`config.mk`:
```
export PLATFORM = sky130hd
export DESIGN_NAME = servo_bus_ping_scanner_top_flat
export DESIGN_NICKNAME = d
export VERILOG_FILES = /design/src/rtl/core/sbps_pkg.sv /design/src/rtl/core/sbps_req_if.sv /design/src/rtl/core/sbps_rsp_if.sv /design/src/rtl/core/sbps_csr_if.sv /design/src/rtl/core/servo_bus_ping_scanner_top.sv /design/src/rtl/core/sbps_scan_core.sv /design/src/rtl/core/sbps_burst_out.sv /design/src/flat_wrapper.sv
export SDC_FILE = /design/constraint.sdc
export NUM_CORES = 1
export LEC_CHECK = 0
export BUFFER_PORTS_ARGS = -buffer_cell sky130_fd_sc_hd__buf_4
export CAP_MARGIN = 5
export CORE_MARGIN = 3
export CORE_UTILIZATION = 61
export DETAILED_ROUTE_END_ITERATION = 10
export GPL_TIMING_DRIVEN = 0
export PLACE_DENSITY = 0.78
export RECOVER_POWER = 100
export SLEW_MARGIN = 30
export SYNTH_ARGS = -nofsm -noshare
export SYNTH_HDL_FRONTEND = slang
export SYNTH_SLANG_ARGS = --single-unit
```
`constraint.sdc`:
```
create_clock -name clock -period 7.7 [get_ports clock]
set_input_delay 0.385 -clock clock [delete_from_list [all_inputs] [get_ports clock]]
set_output_delay 0.385 -clock clock [all_outputs]
set_load 0.1 [all_outputs]
```
`src/rtl/core/sbps_pkg.sv`:
```
// Shared types, constants and helpers for the servo bus ping scanner.
package sbps_pkg;

   localparam int unsigned IdW      = 8;
   localparam int unsigned ByteW    = 8;
   localparam int unsigned TimeoutW = 16;
   localparam int unsigned QuietW   = 17;
   localparam int unsigned CountW   = 3;
   localparam int unsigned BeatW    = 3;
   localparam int unsigned CsrIdxW  = 2;
   localparam int unsigned CsrDataW = 16;
   localparam int unsigned ReplyLen = 5;

   localparam logic [ByteW-1:0]    HDR           = 8'hFF;
   localparam logic [ByteW-1:0]    PING_LEN      = 8'h02;
   localparam logic [ByteW-1:0]    PING_INST     = 8'h01;
   localparam logic [QuietW-1:0]   QUIET_MAX     = 17'h1FFFF;
   localparam logic [IdW-1:0]      FOUND_MAX     = 8'hFF;
   localparam logic [TimeoutW-1:0] TIMEOUT_RESET = 16'd4000;
   localparam logic [IdW-1:0]      MAX_ID_RESET  = 8'd253;
   localparam logic [CountW-1:0]   REPLY_LAST    = 3'd5;

   localparam logic [CsrIdxW-1:0] CSR_REPLY_TIMEOUT = 2'd0;
   localparam logic [CsrIdxW-1:0] CSR_MAX_ID        = 2'd1;

   typedef enum logic [1:0] {
      OP_TICK  = 2'd0,
      OP_BYTE  = 2'd1,
      OP_START = 2'd2
   } op_type;

   typedef enum logic [1:0] {
      KIND_TX      = 2'd0,
      KIND_OUTCOME = 2'd1,
      KIND_DONE    = 2'd2
   } kind_type;

   typedef enum logic [1:0] {
      BURST_PING     = 2'd0,
      BURST_OUT_PING = 2'd1,
      BURST_OUT_DONE = 2'd2
   } burst_type;

   typedef struct packed {
      burst_type          burst;
      logic [IdW-1:0]     out_id;
      logic [IdW-1:0]     ping_id;
      logic               present;
      logic [IdW-1:0]     found;
   } desc_type;

   typedef struct packed {
      logic     load;
      desc_type desc;
   } load_type;

   typedef struct packed {
      logic free;
   } status_type;

   function automatic logic [ByteW-1:0] ping_byte(input logic [IdW-1:0] id,
                                                  input logic [BeatW-1:0] idx);
      logic [ByteW-1:0] b;
      case (idx)
         3'd0:    b = HDR;
         3'd1:    b = HDR;
         3'd2:    b = id;
         3'd3:    b = PING_LEN;
         3'd4:    b = PING_INST;
         default: b = ~(id + PING_LEN + PING_INST);
      endcase
      return b;
   endfunction

   function automatic logic [BeatW-1:0] last_beat(input burst_type b);
      logic [BeatW-1:0] n;
      case (b)
         BURST_PING:     n = 3'd5;
         BURST_OUT_PING: n = 3'd6;
         BURST_OUT_DONE: n = 3'd1;
         default:        n = 3'd0;
      endcase
      return n;
   endfunction

endpackage

```
`src/rtl/core/sbps_req_if.sv`:
```
// Request channel: one input beat carries an op and a received byte.
interface sbps_req_if;
   logic                     valid;
   logic                     ready;
   logic [1:0]               op;
   logic [sbps_pkg::ByteW-1:0] rx_byte;

   modport source(output valid, op, rx_byte, input ready);
   modport sink(input valid, op, rx_byte, output ready);
endinterface

```
`src/rtl/core/sbps_rsp_if.sv`:
```
// Response channel: one result beat of the scanner.
interface sbps_rsp_if;
   logic                       valid;
   logic                       ready;
   logic [1:0]                 kind;
   logic [sbps_pkg::ByteW-1:0] tx_byte;
   logic [sbps_pkg::IdW-1:0]   servo_id;
   logic                       present;
   logic [sbps_pkg::IdW-1:0]   found_count;
   logic                       last;

   modport source(output valid, kind, tx_byte, servo_id, present, found_count, last,
                  input ready);
   modport sink(input valid, kind, tx_byte, servo_id, present, found_count, last,
                output ready);
endinterface

```
`src/rtl/core/sbps_csr_if.sv`:
```
// Configuration write channel: register index and write data.
interface sbps_csr_if;
   logic                          valid;
   logic                          ready;
   logic [sbps_pkg::CsrIdxW-1:0]  index;
   logic [sbps_pkg::CsrDataW-1:0] data;

   modport source(output valid, index, data, input ready);
   modport sink(input valid, index, data, output ready);
endinterface

```
`src/rtl/core/servo_bus_ping_scanner_top.sv`:
```
// Servo bus ping scanner: input register, then result register, then result beats.
// An item with no result (most ticks, idle bytes) passes at one item per cycle.
// An item with results holds the result register for 2, 6 or 7 output beats; the
// next item waits in the input register only if it also produces results.
// Reset clears the scan state and loads reply_timeout 4000 and max_id 253.
module servo_bus_ping_scanner_top (
   input  logic       clock,
   input  logic       reset,
   sbps_req_if.sink   req_bus,
   sbps_rsp_if.source rsp_bus,
   sbps_csr_if.sink   csr_bus
);

   logic [sbps_pkg::TimeoutW-1:0] timeout_ff;
   logic [sbps_pkg::IdW-1:0]      max_id_ff;
   sbps_pkg::load_type            load;
   sbps_pkg::status_type          status;
   logic [sbps_pkg::ByteW-1:0]    chk_expect;

   assign csr_bus.ready = 1'b1;

   always_ff @(posedge clock) begin
      if (reset) begin
         timeout_ff <= sbps_pkg::TIMEOUT_RESET;
         max_id_ff  <= sbps_pkg::MAX_ID_RESET;
      end else if (csr_bus.valid && csr_bus.ready) begin
         case (csr_bus.index)
            sbps_pkg::CSR_REPLY_TIMEOUT: timeout_ff <= csr_bus.data;
            sbps_pkg::CSR_MAX_ID:        max_id_ff  <= csr_bus.data[sbps_pkg::IdW-1:0];
            default: begin
            end
         endcase
      end
   end

   sbps_scan_core u_core (
      .clock         (clock),
      .reset         (reset),
      .req_bus       (req_bus),
      .reply_timeout (timeout_ff),
      .max_id        (max_id_ff),
      .out_status    (status),
      .out_load      (load)
   );

   sbps_burst_out u_out (
      .clock      (clock),
      .reset      (reset),
      .in_load    (load),
      .out_status (status),
      .rsp_bus    (rsp_bus)
   );

   assign chk_expect = ~(rsp_bus.servo_id + sbps_pkg::PING_LEN + sbps_pkg::PING_INST);

   a_done_is_last: assert property (@(posedge clock) disable iff (reset)
      rsp_bus.valid && (rsp_bus.kind == sbps_pkg::KIND_DONE) |-> rsp_bus.last)
      else $error("done beat not marked last");

   a_outcome_not_last: assert property (@(posedge clock) disable iff (reset)
      rsp_bus.valid && (rsp_bus.kind == sbps_pkg::KIND_OUTCOME) |-> !rsp_bus.last)
      else $error("outcome beat marked last");

   a_ping_checksum: assert property (@(posedge clock) disable iff (reset)
      rsp_bus.valid && (rsp_bus.kind == sbps_pkg::KIND_TX) && rsp_bus.last
      |-> rsp_bus.tx_byte == chk_expect)
      else $error("ping checksum beat mismatch");

   a_load_only_when_free: assert property (@(posedge clock) disable iff (reset)
      load.load |-> status.free)
      else $error("burst loaded over a pending burst");

endmodule

```
`src/rtl/core/sbps_scan_core.sv`:
```
// Input register and scan state update; hands at most one result burst descriptor per item.
module sbps_scan_core (
   input  logic                            clock,
   input  logic                            reset,
   sbps_req_if.sink                        req_bus,
   input  logic [sbps_pkg::TimeoutW-1:0]   reply_timeout,
   input  logic [sbps_pkg::IdW-1:0]        max_id,
   input  sbps_pkg::status_type            out_status,
   output sbps_pkg::load_type              out_load
);

   logic                         in_valid_ff, in_valid_in;
   logic [1:0]                   in_op_ff;
   logic [sbps_pkg::ByteW-1:0]   in_byte_ff;

   logic                         scanning_ff, scanning_in;
   logic [sbps_pkg::IdW-1:0]     cur_id_ff, cur_id_in;
   logic [sbps_pkg::CountW-1:0]  reply_count_ff, reply_count_in;
   logic [sbps_pkg::QuietW-1:0]  quiet_ff, quiet_in;
   logic [sbps_pkg::IdW-1:0]     found_ff, found_in;
   logic [sbps_pkg::ByteW-1:0]   reply_ff [sbps_pkg::ReplyLen];

   logic                         advance;
   logic                         take;
   logic                         emit;
   logic                         finish;
   logic                         ok;
   logic                         reply_wr;
   logic [sbps_pkg::QuietW-1:0]  quiet_inc;
   logic [sbps_pkg::ByteW-1:0]   sum;
   logic                         reply_ok;
   logic [sbps_pkg::IdW-1:0]     found_new;
   sbps_pkg::desc_type           desc;

   assign quiet_inc = (quiet_ff == sbps_pkg::QUIET_MAX) ? quiet_ff
                                                         : quiet_ff + 17'd1;
   assign sum       = reply_ff[2] + reply_ff[3] + reply_ff[4];
   assign reply_ok  = (reply_ff[0] == sbps_pkg::HDR) && (reply_ff[1] == sbps_pkg::HDR) &&
                      (reply_ff[2] == cur_id_ff) && (~sum == in_byte_ff);

   always_comb begin
      scanning_in    = scanning_ff;
      cur_id_in      = cur_id_ff;
      reply_count_in = reply_count_ff;
      quiet_in       = quiet_ff;
      found_in       = found_ff;
      emit           = 1'b0;
      finish         = 1'b0;
      ok             = 1'b0;
      reply_wr       = 1'b0;
      found_new      = found_ff;
      desc.burst     = sbps_pkg::BURST_PING;
      desc.out_id    = cur_id_ff;
      desc.ping_id   = cur_id_ff;
      desc.present   = 1'b0;
      desc.found     = found_ff;

      case (in_op_ff)
         sbps_pkg::OP_START: begin
            if (!scanning_ff) begin
               emit           = 1'b1;
               scanning_in    = 1'b1;
               cur_id_in      = '0;
               found_in       = '0;
               reply_count_in = '0;
               quiet_in       = '0;
               desc.ping_id   = '0;
               desc.out_id    = '0;
               desc.found     = '0;
            end
         end
         sbps_pkg::OP_TICK: begin
            if (scanning_ff) begin
               quiet_in = quiet_inc;
               if (quiet_inc > {1'b0, reply_timeout}) begin
                  finish = 1'b1;
               end
            end
         end
         sbps_pkg::OP_BYTE: begin
            if (scanning_ff) begin
               quiet_in = '0;
               if (reply_count_ff < sbps_pkg::REPLY_LAST) begin
                  reply_wr       = 1'b1;
                  reply_count_in = reply_count_ff + 3'd1;
               end else begin
                  finish = 1'b1;
                  ok     = reply_ok;
               end
            end
         end
         default: begin
         end
      endcase

      if (finish) begin
         emit = 1'b1;
         if (ok && (found_ff != sbps_pkg::FOUND_MAX)) begin
            found_new = found_ff + 8'd1;
         end
         found_in       = found_new;
         reply_count_in = '0;
         quiet_in       = '0;
         desc.present   = ok;
         desc.found     = found_new;
         if (cur_id_ff < max_id) begin
            cur_id_in    = cur_id_ff + 8'd1;
            desc.burst   = sbps_pkg::BURST_OUT_PING;
            desc.ping_id = cur_id_ff + 8'd1;
         end else begin
            scanning_in = 1'b0;
            desc.burst  = sbps_pkg::BURST_OUT_DONE;
         end
      end
   end

   assign advance       = in_valid_ff && (out_status.free || !emit);
   assign req_bus.ready = !in_valid_ff || advance;
   assign take          = req_bus.valid && req_bus.ready;
   assign in_valid_in   = take || (in_valid_ff && !advance);

   assign out_load.load = advance && emit;
   assign out_load.desc = desc;

   always_ff @(posedge clock) begin
      if (reset) begin
         in_valid_ff    <= 1'b0;
         scanning_ff    <= 1'b0;
         cur_id_ff      <= '0;
         reply_count_ff <= '0;
         quiet_ff       <= '0;
         found_ff       <= '0;
      end else begin
         in_valid_ff <= in_valid_in;
         if (advance) begin
            scanning_ff    <= scanning_in;
            cur_id_ff      <= cur_id_in;
            reply_count_ff <= reply_count_in;
            quiet_ff       <= quiet_in;
            found_ff       <= found_in;
         end
      end
   end

   always_ff @(posedge clock) begin
      if (take) begin
         in_op_ff   <= req_bus.op;
         in_byte_ff <= req_bus.rx_byte;
      end
      if (advance && reply_wr) begin
         reply_ff[reply_count_ff] <= in_byte_ff;
      end
   end

endmodule

```
`src/rtl/core/sbps_burst_out.sv`:
```
// Result register and beat sequencer that plays out one burst of results.
module sbps_burst_out (
   input  logic                  clock,
   input  logic                  reset,
   input  sbps_pkg::load_type    in_load,
   output sbps_pkg::status_type  out_status,
   sbps_rsp_if.source            rsp_bus
);

   logic                         burst_valid_ff;
   sbps_pkg::desc_type           desc_ff;
   logic [sbps_pkg::BeatW-1:0]   beat_ff;
   logic                         fire;
   logic                         end_beat;

   assign fire            = rsp_bus.valid && rsp_bus.ready;
   assign end_beat        = beat_ff == sbps_pkg::last_beat(desc_ff.burst);
   assign out_status.free = !burst_valid_ff || (fire && end_beat);

   always_ff @(posedge clock) begin
      if (reset) begin
         burst_valid_ff <= 1'b0;
         beat_ff        <= '0;
      end else if (in_load.load) begin
         burst_valid_ff <= 1'b1;
         beat_ff        <= '0;
      end else if (fire) begin
         if (end_beat) begin
            burst_valid_ff <= 1'b0;
         end else begin
            beat_ff <= beat_ff + 3'd1;
         end
      end
   end

   always_ff @(posedge clock) begin
      if (in_load.load) begin
         desc_ff <= in_load.desc;
      end
   end

   always_comb begin
      rsp_bus.valid       = burst_valid_ff;
      rsp_bus.found_count = desc_ff.found;
      rsp_bus.last        = end_beat;
      rsp_bus.kind        = sbps_pkg::KIND_TX;
      rsp_bus.tx_byte     = '0;
      rsp_bus.servo_id    = desc_ff.out_id;
      rsp_bus.present     = 1'b0;
      case (desc_ff.burst)
         sbps_pkg::BURST_PING: begin
            rsp_bus.tx_byte  = sbps_pkg::ping_byte(desc_ff.ping_id, beat_ff);
            rsp_bus.servo_id = desc_ff.ping_id;
         end
         sbps_pkg::BURST_OUT_PING: begin
            if (beat_ff == 3'd0) begin
               rsp_bus.kind    = sbps_pkg::KIND_OUTCOME;
               rsp_bus.present = desc_ff.present;
            end else begin
               rsp_bus.tx_byte  = sbps_pkg::ping_byte(desc_ff.ping_id, beat_ff - 3'd1);
               rsp_bus.servo_id = desc_ff.ping_id;
            end
         end
         sbps_pkg::BURST_OUT_DONE: begin
            if (beat_ff == 3'd0) begin
               rsp_bus.kind    = sbps_pkg::KIND_OUTCOME;
               rsp_bus.present = desc_ff.present;
            end else begin
               rsp_bus.kind = sbps_pkg::KIND_DONE;
            end
         end
         default: begin
         end
      endcase
   end

endmodule

```
`src/flat_wrapper.sv`:
```
// flat-port wrapper written by rule: the top's interface ports become plain ports
module servo_bus_ping_scanner_top_flat 
  (clock, reset, req_bus_valid, req_bus_op, req_bus_rx_byte, req_bus_ready, rsp_bus_valid, rsp_bus_kind, rsp_bus_tx_byte, rsp_bus_servo_id, rsp_bus_present, rsp_bus_found_count, rsp_bus_last, rsp_bus_ready, csr_bus_valid, csr_bus_index, csr_bus_data, csr_bus_ready);
  sbps_req_if req_bus_i ();
  sbps_rsp_if rsp_bus_i ();
  sbps_csr_if csr_bus_i ();
  input  logic clock;
  input  logic reset;
  input wire logic [$bits(req_bus_i.valid)-1:0] req_bus_valid;
  input wire logic [$bits(req_bus_i.op)-1:0] req_bus_op;
  input wire logic [$bits(req_bus_i.rx_byte)-1:0] req_bus_rx_byte;
  output wire logic [$bits(req_bus_i.ready)-1:0] req_bus_ready;
  output wire logic [$bits(rsp_bus_i.valid)-1:0] rsp_bus_valid;
  output wire logic [$bits(rsp_bus_i.kind)-1:0] rsp_bus_kind;
  output wire logic [$bits(rsp_bus_i.tx_byte)-1:0] rsp_bus_tx_byte;
  output wire logic [$bits(rsp_bus_i.servo_id)-1:0] rsp_bus_servo_id;
  output wire logic [$bits(rsp_bus_i.present)-1:0] rsp_bus_present;
  output wire logic [$bits(rsp_bus_i.found_count)-1:0] rsp_bus_found_count;
  output wire logic [$bits(rsp_bus_i.last)-1:0] rsp_bus_last;
  input wire logic [$bits(rsp_bus_i.ready)-1:0] rsp_bus_ready;
  input wire logic [$bits(csr_bus_i.valid)-1:0] csr_bus_valid;
  input wire logic [$bits(csr_bus_i.index)-1:0] csr_bus_index;
  input wire logic [$bits(csr_bus_i.data)-1:0] csr_bus_data;
  output wire logic [$bits(csr_bus_i.ready)-1:0] csr_bus_ready;
  assign req_bus_i.valid = req_bus_valid;
  assign req_bus_i.op = req_bus_op;
  assign req_bus_i.rx_byte = req_bus_rx_byte;
  assign req_bus_ready = req_bus_i.ready;
  assign rsp_bus_valid = rsp_bus_i.valid;
  assign rsp_bus_kind = rsp_bus_i.kind;
  assign rsp_bus_tx_byte = rsp_bus_i.tx_byte;
  assign rsp_bus_servo_id = rsp_bus_i.servo_id;
  assign rsp_bus_present = rsp_bus_i.present;
  assign rsp_bus_found_count = rsp_bus_i.found_count;
  assign rsp_bus_last = rsp_bus_i.last;
  assign rsp_bus_i.ready = rsp_bus_ready;
  assign csr_bus_i.valid = csr_bus_valid;
  assign csr_bus_i.index = csr_bus_index;
  assign csr_bus_i.data = csr_bus_data;
  assign csr_bus_ready = csr_bus_i.ready;
  servo_bus_ping_scanner_top u_core (.clock(clock), .reset(reset), .req_bus(req_bus_i), .rsp_bus(rsp_bus_i), .csr_bus(csr_bus_i));
endmodule
```
=== Word-level counts from Yosys, hierarchy flattened ===
Memory sizes are Yosys's and may differ from the RTL's.
Index checks and enable logic that the tools add are counted.
W data, S select, Z words.

* Register bits after elaboration: 103
* Bits in writable memories: 40
* Input port bits: 33
* Output and inout port bits: 31
* Logic and storage cells: 154
* Memories kept: 1

{| class="wikitable"
|+ Memories
! memory !! words !! width !! read ports !! clocked after Yosys merged registers in !! wr ports !! line !! source
|-
| u_core.u_core.reply_ff || 5 || 8 || 5 || 0 || 1 || sbps_scan_core.sv:21 || <nowiki>logic [sbps_pkg::ByteW-1:0] reply_ff [sbps_pkg::ReplyLen];</nowiki>
|}

* Add/sub/neg operators: 10
* Magnitude comparators: 3
* Equality and inequality tests: 24
* Multiplexer cells: 58
* Bitwise gates (word level): 3
* Reductions and logical operators: 38

{| class="wikitable"
|+ Operators by type and width
! operator !! count
|-
| $mux W17 || 6
|-
| $mux W8 || 11
|-
| $pmux W8 S4 || 2
|-
| $pmux W17 S3 || 1
|-
| $mux W16 || 2
|-
| $pmux W8 S2 || 2
|-
| $add A8 B1 Y8 const B || 3
|-
| $mux W1 || 24
|-
| $add A17 B1 Y17 const B || 1
|-
| $eq A17 B17 Y1 const B || 1
|-
| $gt A17 B16 Y1 || 1
|-
| $add A8 B8 Y8 || 2
|-
| $eq A8 B8 Y1 || 2
|-
| $eq A8 B8 Y1 const B || 2
|-
| $not A8 Y8 || 2
|-
| $eq A3 B2 Y1 const B || 4
|-
| $mux W3 || 4
|-
| $ne A3 B3 Y1 const B || 4
|-
| $logic_and A1 B1 Y1 || 11
|-
| $reduce_and A5 Y1 || 2
|-
| $pmux W3 S3 || 1
|-
| $add A8 B2 Y8 const B || 1
|-
| $lt A8 B8 Y1 || 1
|-
| $ne A8 B8 Y1 const B || 1
|-
| other kinds (22) || 45
|}

=== Longest topological paths before layout ===
Gate-level depths: netlist of run 1.

* Depth in word-level cells: 13
* Depth in mapped cells: 18
* Depth with buffers taken out: 17

=== Cells and area by module ===
A second synthesis of run 1 with hierarchy kept.

* Cell total of the unflattened synthesis: 865
* Area, all modules: 8539.4 um^2

{| class="wikitable"
|+ By module, submodules not included
! module !! times used !! cells each !! area each (um^2) !! sequential area each (um^2)
|-
| sbps_scan_core || 1 || 558 || 5535.3 || 2262.2
|-
| sbps_burst_out || 1 || 202 || 1970.6 || 890.9
|-
| servo_bus_ping_scanner_top || 1 || 105 || 1033.5 || 480.5
|}

=== Worst setup path before layout of run 1 ===
OpenSTA, ideal clock, no wires.

* Path type: register to register
* Start point: reg u_core.u_core.quiet_ff[0] (netlist name)
* End point: reg u_core.u_out.desc_ff[10] (netlist name), enable pin
* Setup time: 417 ps
* Arrival: 5056 ps
* Data required time: 7283 ps
* Slack: 2227 ps
* Stages on the path, launching flop included: 16
* Path buffers: 0
* Period minus slack after synthesis: 5473 ps
* Cell sequence: dfxtp_1 > ha_1 > nand4_1 > nor4_4 > a21oi_1 > nand3_1 > or2_2 > xnor2_1 > ha_1 > nand3_1 > or4_1 > or4b_4 > and2_4 > a21oi_4 > o21ai_2 > nor2_1

{| class="wikitable"
|+ RTL lines
! item !! line !! source
|-
| start: declaration || sbps_scan_core.sv:19 || <nowiki>logic [sbps_pkg::QuietW-1:0] quiet_ff, quiet_in;</nowiki>
|-
| start signal: assignment || sbps_scan_core.sv:139 || <nowiki>quiet_ff <= quiet_in;</nowiki>
|-
| end signal: assignment || sbps_burst_out.sv:38 || <nowiki>desc_ff <= in_load.desc;</nowiki>
|-
| end: declaration || sbps_burst_out.sv:11 || <nowiki>sbps_pkg::desc_type desc_ff;</nowiki>
|}

=== Worst setup path in the final report of run 1 ===
* Start point: reg u_core.u_core.quiet_ff[0] (netlist name)
* End point: mem u_core.u_core.reply_ff[4][3] (netlist name), enable pin

* Cells in the longest elaborated chain, start to end: 13
* Elaborated cells between the ends (all ways): 14
* Classes of those cells: 1 x add/sub; 1 x order compare; 1 x eq/ne; 7 x mux; 4 x reduce/logical

{| class="wikitable"
|+ RTL lines
! item !! line !! source
|-
| $add A17 B1 Y17 or $eq A17 B17 Y1 (tied branches) || sbps_scan_core.sv:36, sbps_scan_core.sv:35 ||
|-
| $mux W17 * || sbps_scan_core.sv:35 || <nowiki>assign quiet_inc = (quiet_ff == sbps_pkg::QUIET_MAX) ? quiet_ff</nowiki>
|-
| $gt A17 B16 Y1 * || sbps_scan_core.sv:75 || <nowiki>if (quiet_inc > {1'b0, reply_timeout}) begin</nowiki>
|-
| $mux W1 * || sbps_scan_core.sv:75 ||
|-
| $mux W1 * || sbps_scan_core.sv:73 || <nowiki>if (scanning_ff) begin</nowiki>
|-
| $pmux W1 S2 * || sbps_scan_core.sv:58 || <nowiki>case (in_op_ff)</nowiki>
|-
| $mux W1 * || sbps_scan_core.sv:96 || <nowiki>if (finish) begin</nowiki>
|-
| $logic_not A1 Y1 * || sbps_scan_core.sv:117 || <nowiki>assign advance = in_valid_ff && (out_status.free || !emit);</nowiki>
|-
| $logic_or A1 B1 Y1 * || sbps_scan_core.sv:117 ||
|-
| $logic_and A1 B1 Y1 * || sbps_scan_core.sv:117 ||
|-
| $logic_and A1 B1 Y1 * || sbps_scan_core.sv:150 || <nowiki>if (advance && reply_wr) begin</nowiki>
|-
| $mux W1 * || sbps_scan_core.sv:150 ||
|-
| $mux W1 (implied by the code) * || sbps_scan_core.sv:151 || <nowiki>reply_ff[reply_count_ff] <= in_byte_ff;</nowiki>
|-
| end: declaration || sbps_scan_core.sv:21 ||
|}

Mark *: on every way between the ends. The rest lies on a longest branch, timed or not.

==> summary.txt, run 1 <==
Placement
  – Placed cells: 1102
  – I/O Buffers: 62
  – HPWL Detailed: 15100 um
  – Gpl congestion: 0.954

STA
  – Setup tns final: 0 ps
  – Crit path time final: 6640 ps
  – Slew Viols, Final: 0
  – Final setup vio count: 0
  – Final Cycle Share: 86.3%
  – Highest clock rate: 151 MHz
  – RSZ-0062 raised after global routing: no
  – Worst-case clock skew: 8.54 ps
  – Final Hold Fails: 0
  – Min Hold Slack: 154 ps
  – Worst slew margin: 18.4%
  – Worst-Margin Slew: 1230 ps

Routing
  – Via count: 6935
  – DRT Pass-1 Iters: 8
  – DR iter-0 viols: 586
  – Routed Wire Length: 20400 um
  – DRC violations left: 0
  – Antenna violation net count after detailed routing: 0
  – DR WL/cell: 18.0 um
  – Vias per inst: 6.12

Yosys
  – Main synth FF type: edfxtp_1
  – Async S/R FF share, synth: 0%
  – EDFF count, synth: 77
  – Syn Area/Cell: 9.41 um2
  – Syn. warnings: 0
  – Post-synthesis net count: 951
  – Post-synthesis register bit count: 143
  – Gate Count Post-Synth: 866
  – Fraction of the yosys area taken by sequential cells: 44.6%
  – Yosys cell types: 75
  – Synthesized area: 8150 um2

Floorplan
  – Die Area: 14800 um2
  – Core footprint: 12800 um2
  – Die W: 122 um
  – Top Ports: 64
  – Die height: 122 um
  – Row count: 41
  – Initial Utilization: 63.5%

Layout
  – Multi-input logic area: 4100 um2
  – Antenna cells: 0
  – Finished Core Util: 72.7%
  – Commonest non-fill, non-tap cell in the layout: nand2_1
  – Most frequent cells in the layout: nand2_1, edfxtp_1, a21oi_1
  – Layout cell share with drive strength beyond 1: 9.25%
  – Nets: 1034
  – Register Area: 3630 um2
  – # fillers: 990
  – Post-Layout Cell Count: 1134
  – Layout area overhead: 14.4%

Outcome
  – Status: finished, final reports clean

Min path
  – Worst Hold Path EP: u_core.u_core.in_byte_ff[7]$_DFFE_PP_
  – WHS Path Cells: 1
  – Hold_sp: req_bus_rx_byte[7]
  – Hold Crit Class: in2reg

Pwr
  – Internal: 1340 uW
  – Switch share: 24.7%
  – Worst vdd ir: 0.226 mV
  – Combinational power share: 6.8%
  – Clk pwr share: 46.9%
  – Overall power: 1770 uW
  – Static leakage: 0.00356 uW
  – P_sw: 439 uW
  – Pwr/cell area: 190 nW/um2
  – Sequential share of power: 46.3%

Setup path
  – CP required: 7800 ps
  – RR Endpoint: u_core.u_core.reply_ff[4][3]$_DFFE_PP_
  – R2r startpoint: u_core.u_core.quiet_ff[0]$_SDFFE_PP0P_
  – Cell count along the critical path: 17
  – Largest stage delay on the critical path: 760 ps
  – Register-to-Register Path Depth: 17
  – Worst setup path category: reg2reg
  – CP endpoint kind: flip-flop
  – CP top delay family: simple AND/OR/NAND/NOR gates
  – R2R setup slack: 1060 ps
  – Critical path launch point type: flip-flop
  – Worst-path cell chain: ha_1, nand4_1, nor4_4, a21oi_1, nand3_1, or2_2, xnor2_1, ha_1, nand3_1, or4_1, or4b_1, and2_0, a21oi_1, o21ai_2, clkbuf_1, nor4_1, clkbuf_1
  – Worst-path fanout max: 10
  – CP max-delay cell: nor4_1
  – Critical path buffer and inverter count: 2
  – Crit path DAT: 6740 ps

Global routing
  – First-pass GRT wire length: 33000 um
  – GRT Total Usage: 28.3%
  – Antenna violations before repair: 0
  – Grt ovf: 0
  – Largest net degree at the start of global routing: 28
  – Vias in the first global route: 6782

Clock tree
  – Max clock buf depth: 2
  – Hold_buf cts: 0
  – Worst-path clk slew: 60 ps
  – Post-CTS sizing: 0
  – Worst skew pair latency: 430 ps
  – CTS Buf Count: 17
  – H-tree Lvls: 4
  – TritonCTS Sinks: 143
  – Root buffer cell: clkbuf_16
  – Post-CTS Setup Repair Bufs: 0
  – CTS tree: yes

Flow run
  – Max cap viols: 0
[worst max path at each step]
| stage | from | end |
|---|---|---|
| final | u_core.u_core.quiet_ff[0]$_SDFFE_PP0P_ | u_core.u_core.reply_ff[4][3]$_DFFE_PP_ |
| after global routing | u_core.u_core.quiet_ff[0]$_SDFFE_PP0P_ | u_core.u_core.reply_ff[4][2]$_DFFE_PP_ |
| after CTS | u_core.u_core.quiet_ff[0]$_SDFFE_PP0P_ | u_core.u_core.reply_ff[0][2]$_DFFE_PP_ |
| after detailed placement | u_core.u_core.quiet_ff[0]$_SDFFE_PP0P_ | u_core.u_core.reply_ff[0][3]$_DFFE_PP_ |
| after global placement | u_core.u_core.quiet_ff[0]$_SDFFE_PP0P_ | u_core.u_out.desc_ff[26]$_SDFFCE_PP0P_ |
| after floorplan | u_core.u_core.quiet_ff[0]$_SDFFE_PP0P_ | u_core.u_out.desc_ff[10]$_DFFE_PP_ |
[layer usage]
layer | GRT usage (%) | up-vias | share of wire (%)
li1 | - | 3292 | -
met1 | 35.1 | 3269 | 40
met2 | 48.8 | 323 | 50
met3 | 5.39 | 51 | 7.5
met4 | 11.0 | 0 | 2.6
met5 | 0 | - | 0
[power by group through the flow]
stage	clock network, uW	logic [uW]	registers (uW)
after floorplan	0	81.6	836
after global placement	0	119	837
after detailed placement	0	124	838
after CTS	840	125	822
after global routing	869	131	823
final	832	122	822
[synthesized netlist by cell type, types with 3 or more instances]
| cell | instances | area share [%] |
|---|---|---|
| nand2_1 | 91 | 4.2 |
| edfxtp_1 | 77 | 28 |
| a21oi_1 | 73 | 4.5 |
| dfxtp_1 | 66 | 16 |
| nor2_1 | 60 | 2.8 |
| inv_1 | 46 | 2.1 |
| ha_1 | 44 | 6.8 |
| o21ai_0 | 44 | 2.7 |
| nand3_1 | 42 | 2.6 |
| clkbuf_1 | 28 | 1.3 |
| xnor2_1 | 27 | 2.9 |
| nand4_1 | 23 | 1.8 |
| xor2_1 | 20 | 2.2 |
| o211ai_1 | 19 | 1.8 |
| nor2b_1 | 16 | 1.2 |
| nor3_1 | 16 | 0.98 |
| and3_1 | 13 | 1.0 |
| nor4_1 | 13 | 1.0 |
| or3_1 | 11 | 0.84 |
| buf_4 | 9 | 0.83 |
| fa_1 | 8 | 2.0 |
| nand2b_1 | 8 | 0.61 |
| o21a_1 | 8 | 0.74 |
| nand3b_1 | 7 | 0.65 |
| a211oi_1 | 6 | 0.55 |
| buf_2 | 6 | 0.37 |
| mux2i_1 | 5 | 0.61 |
| or2_2 | 5 | 0.38 |
| a21o_1 | 4 | 0.37 |
| and2_1 | 4 | 0.31 |
| buf_1 | 4 | 0.18 |
| a31oi_1 | 3 | 0.23 |
| nor3b_1 | 3 | 0.28 |
| o31ai_1 | 3 | 0.28 |
| or4_1 | 3 | 0.28 |
[metrics by stage]
stage | worst slack (ps) | cell area, um2
3_5_place_dp | 1520 | 8880
4_1_cts | 1530 | 9480
2_1_floorplan | 2230 | 8150
5_1_grt | 731 | 9320
3_3_place_gp | 1180 | 8830
6_report | 1060 | 9320
[cell type report]
cell class	instances	area share (%)
Multi-Input combinational cell	629	44.0
Sequential cell	143	39.0
Timing Repair Buffer	64	4.08
Tap cell	172	2.31
Clock buffer	17	4.57
Buffer	47	2.28
Inverter	47	1.89
Clock inverter	15	1.92
[cells by family after synthesis]
group,after synthesis,synth area share (%)
compound gates,193,14.9
xor+xnor,48,5.35
fa+ha+maj,52,8.73
buf+inv,94,4.84
flops,143,44.6
mux,7,0.891
other cells,1,0.0460
simple gates,328,20.6
[flip-flops by register name, indices dropped and copies added, names as in the netlist]
name                              cells
u_core.max_id_ff                      8
u_core.timeout_ff                    16
u_core.u_core.cur_id_ff               8
u_core.u_core.found_ff                8
u_core.u_core.in_byte_ff              8
u_core.u_core.in_op_ff                2
u_core.u_core.in_valid_ff             1
u_core.u_core.quiet_ff               17
u_core.u_core.reply_count_ff          3
u_core.u_core.reply_ff               40
u_core.u_core.scanning_ff             1
u_core.u_out.beat_ff                  3
u_core.u_out.desc_ff                 19
u_core.u_out.rsp_bus.found_count      8
u_core.u_out.rsp_bus.valid            1
Power figures use the tool's default switching activity.
==> inputs of run 2 (changes only) <==
--- a/config.mk
+++ b/config.mk
@@ -8,10 +8,10 @@
 export BUFFER_PORTS_ARGS = -buffer_cell sky130_fd_sc_hd__buf_4
 export CAP_MARGIN = 5
 export CORE_MARGIN = 3
-export CORE_UTILIZATION = 61
+export CORE_UTILIZATION = 55
 export DETAILED_ROUTE_END_ITERATION = 10
 export GPL_TIMING_DRIVEN = 0
-export PLACE_DENSITY = 0.78
+export PLACE_DENSITY = 0.74
 export RECOVER_POWER = 100
 export SLEW_MARGIN = 30
 export SYNTH_ARGS = -nofsm -noshare
==> constraint.sdc (replaced) <==
create_clock -name clock -period 5.79 [get_ports clock]
set_input_delay 0.2895 -clock clock [delete_from_list [all_inputs] [get_ports clock]]
set_output_delay 0.2895 -clock clock [all_outputs]
set_load 0.1 [all_outputs]
==> run 2 against run 1 <==
Net effect:
- sequential power grew 33%
- combinational power grew 29%
- non-clock buffer count grew 2
- first-iteration DRC count shrank 9.0%
- sequential share of layout area shrank 0.38 points
- clock skew grew 1.4 ps
- clock power grew 37%
- setup slack lost 760 ps
- global-route usage shrank 4.0 points
- via count shrank 2.1%
- largest cell class unchanged
- highest routed layer unchanged
==> summary.txt, run 2 (synthesis results as in run 1) <==
Setup path
  – Largest stage delay on the critical path: 540 ps (was 760 ps)
  – Worst-path fanout max: 9 (was 10)
  – Worst-path cell chain: ha_1, nand4_1, nor4_4, nand2_1, and4_1, and2_1, xor2_1, ha_1, nand4_1, or4_1, or4b_4, and2_4, a21oi_4, o21ai_2, or3_1, nor3_4 (was ha_1, nand4_1, nor4_4, a21oi_1, nand3_1, or2_2, xnor2_1, ha_1, nand3_1, or4_1, or4b_1, and2_0, a21oi_1, o21ai_2, clkbuf_1, nor4_1, clkbuf_1)
  – RR Endpoint: u_core.u_core.reply_ff[0][5]$_DFFE_PP_ (was u_core.u_core.reply_ff[4][3]$_DFFE_PP_)
  – CP required: 5880 ps (was 7800 ps)
  – CP max-delay cell: or4_1 (was nor4_1)
  – Worst setup path endpoint: u_core.u_core.reply_ff[0][5]$_DFFE_PP_ (was u_core.u_core.reply_ff[4][3]$_DFFE_PP_)
  – CP Launch Point: u_core.u_core.quiet_ff[0]$_SDFFE_PP0P_ (unchanged)
  – R2r startpoint: u_core.u_core.quiet_ff[0]$_SDFFE_PP0P_ (unchanged)
  – Crit path DAT: 5580 ps (was 6740 ps)
  – R2R setup slack: 300 ps (was 1060 ps)
  – CP endpoint kind: flip-flop (unchanged)
  – Worst setup path category: reg2reg (unchanged)
  – Critical path launch point type: flip-flop (unchanged)
  – Register-to-Register Path Depth: 16 (was 17)

Outcome
  – Status: finished, final reports clean (unchanged)

Floorplan
  – Die Area: 16300 um2 (was 14800 um2)
  – Core footprint: 14200 um2 (was 12800 um2)
  – Row count: 43 (was 41)
  – Die W: 128 um (was 122 um)
  – Top Ports: 64 (unchanged)
  – Initial Utilization: 57.3% (was 63.5%)
  – Die height: 128 um (was 122 um)

Clock tree
  – Hold_buf cts: 0 (unchanged)
  – Root buffer cell: clkbuf_16 (unchanged)
  – Worst skew pair latency: 430 ps (about the same)
  – H-tree Lvls: 4 (unchanged)
  – TritonCTS Sinks: 143 (unchanged)
  – Max clock buf depth: 2 (unchanged)
  – Worst-path clk slew: 70 ps (was 60 ps)
  – CTS tree: yes (unchanged)
  – CTS Buf Count: 17 (unchanged)

Routing
  – DR top layer: met4 (unchanged)
  – DR iter-0 viols: 533 (was 586)
  – DRT Pass-1 Iters: 6 (was 8)
  – Metal-1 WL: 8610 um (was 8200 um)
  – Vias per inst: 5.94 (was 6.12)
  – DRC violations left: 0 (unchanged)
  – DR WL/cell: 16.9 um (was 18.0 um)
  – Routed wl met2: 9110 um (was 10200 um)
  – Routed Wire Length: 19300 um (was 20400 um)
  – Via count: 6790 (was 6935)
  – Antenna violation net count after detailed routing: 0 (unchanged)
  – Met3 WL: 1260 um (was 1530 um)

Pwr
  – Worst vdd ir: 0.360 mV (was 0.226 mV)
  – Pwr/cell area: 254 nW/um2 (was 190 nW/um2)
  – Static leakage: 0.00359 uW (was 0.00356 uW)

STA
  – RSZ-0062 raised after global routing: no (unchanged)
  – Worst-Margin Slew: 1200 ps (was 1230 ps)
  – Slew Viols, Final: 0 (unchanged)
  – Worst slew margin: 20.1% (was 18.4%)
  – Setup tns final: 0 ps (unchanged)
  – Final Cycle Share: 94.8% (was 86.3%)
  – Setup ws final: 299 ps (was 1060 ps)
  – Highest clock rate: 182 MHz (was 151 MHz)
  – Final setup vio count: 0 (unchanged)
  – Final Hold Fails: 0 (unchanged)
  – Worst-case clock skew: 9.97 ps (was 8.54 ps)
  – Crit path time final: 5490 ps (was 6640 ps)

Layout
  – Largest registers: u_core.u_core.reply_ff (40), u_core.u_out.desc_ff (19), u_core.u_core.quiet_ff (17) (unchanged)
  – Layout cell share with drive strength beyond 1: 10.4% (was 9.25%)
  – Antenna cells: 0 (unchanged)
  – Commonest non-fill, non-tap cell in the layout: nand2_1 (unchanged)
  – Most frequent cells in the layout: nand2_1, edfxtp_1, a21oi_1 (unchanged)
  – Biggest register: u_core.u_core.reply_ff (unchanged)
  – Nets: 1036 (was 1034)
  – Largest register FFs: 40 (unchanged)
  – Layout area overhead: 15.5% (was 14.4%)

Placement
  – Setup WS pre-CTS: -93.5 ps (was 1520 ps)
  – Gpl congestion: 0.880 (was 0.954)
  – HPWL Detailed: 14500 um (was 15100 um)
  – I/O Buffers: 62 (unchanged)

Global routing
  – Grt ovf: 0 (unchanged)
  – Vias in the first global route: 6325 (was 6782)
  – Largest net degree at the start of global routing: 24 (was 28)
  – First-pass GRT wire length: 31500 um (was 33000 um)
  – Antenna violations before repair: 0 (unchanged)
  – GRT Total Usage: 24.3% (was 28.3%)

Min path
  – Hold Crit Class: in2reg (unchanged)
  – WHS Path Cells: 1 (unchanged)

Flow run
  – Max cap viols: 0 (unchanged)
## run 2: cell count changes in the layout (fill, tap and decap cells not counted), moves of 2 or more
cell / change
clkinv_4: -4
inv_8: +4
clkbuf_1: -3
clkbuf_2: +3
a21oi_1: -2
buf_12: +2
nor3b_2: -2
nor3b_4: +2
## run 2: worst max-delay path, delay by kind of cell (launching register included)
family | cells | cell delay, ps
AOI/OAI and AO/OA | 2 | 420
DFF | 1 | 420
adders and majority gates | 2 | 600
and+or+nand+nor | 11 | 3550
xor gates and xnor gates | 1 | 150
## run 2: layout make-up
class,count,area [um2]
tap,180,225
multi-input combinational,629,4150
buffer,47,214
inverter,47,176
timing repair buffer,66,397
sequential,143,3630
clock inverter,15,193
fill,1164,4790
clock buffer,17,425
## run 2: how the worst min path moves through the flow
stage	from	endpoint	slack, ps
2_1_floorplan	req_bus_rx_byte[0]	u_core.u_core.in_byte_ff[0]$_DFFE_PP_	390
5_1_grt	req_bus_rx_byte[7]	u_core.u_core.in_byte_ff[7]$_DFFE_PP_	40
4_1_cts	req_bus_rx_byte[4]	u_core.u_core.in_byte_ff[4]$_DFFE_PP_	10
6_report	req_bus_rx_byte[5]	u_core.u_core.in_byte_ff[5]$_DFFE_PP_	50
3_3_place_gp	u_core.timeout_ff[6]$_SDFFE_PP0P_	u_core.timeout_ff[6]$_SDFFE_PP0P_	440
3_5_place_dp	u_core.timeout_ff[12]$_SDFFE_PP0P_	u_core.timeout_ff[12]$_SDFFE_PP0P_	450
## run 2: through the flow
| step | instance area (um2) | total power, uW | util (%) | hold slack [ps] | instances |
|---|---|---|---|---|---|
| 2_1_floorplan | 8150 | 1220 | - | 388 | 866 |
| 3_3_place_gp | 8840 | 1270 | 62.2 | 443 | 1108 |
| 3_5_place_dp | 8890 | 1280 | 62.6 | 450 | 1110 |
| 4_1_cts | 9530 | 2410 | 67.1 | 13.2 | 1142 |
| 5_1_grt | 9410 | 2470 | 66.2 | 40.3 | 1144 |
| 6_report | 9410 | 2390 | 66.2 | 51.3 | 1144 |
## run 2: power by group
group	internal [uW]	switching, uW
Sequential	1080	11.5
Combinational	45.9	111
Clock	660	483
## run 2: what timing repair did
action	4_1_cts	5_1_grt
endpoints found under the hold margin	0	0
setup buffers	0	2
gates resized for setup	4	1
endpoints found under the setup margin	24	21
pin swaps	0	2
## run 2: metal layers
| layer | track usage (%) | vias to the layer above |
|---|---|---|
| li1 | - | 3301 |
| met1 | 33.5 | 3210 |
| met2 | 39.1 | 248 |
| met3 | 4.08 | 31 |
| met4 | 8.24 | 0 |
| met5 | 0 | - |
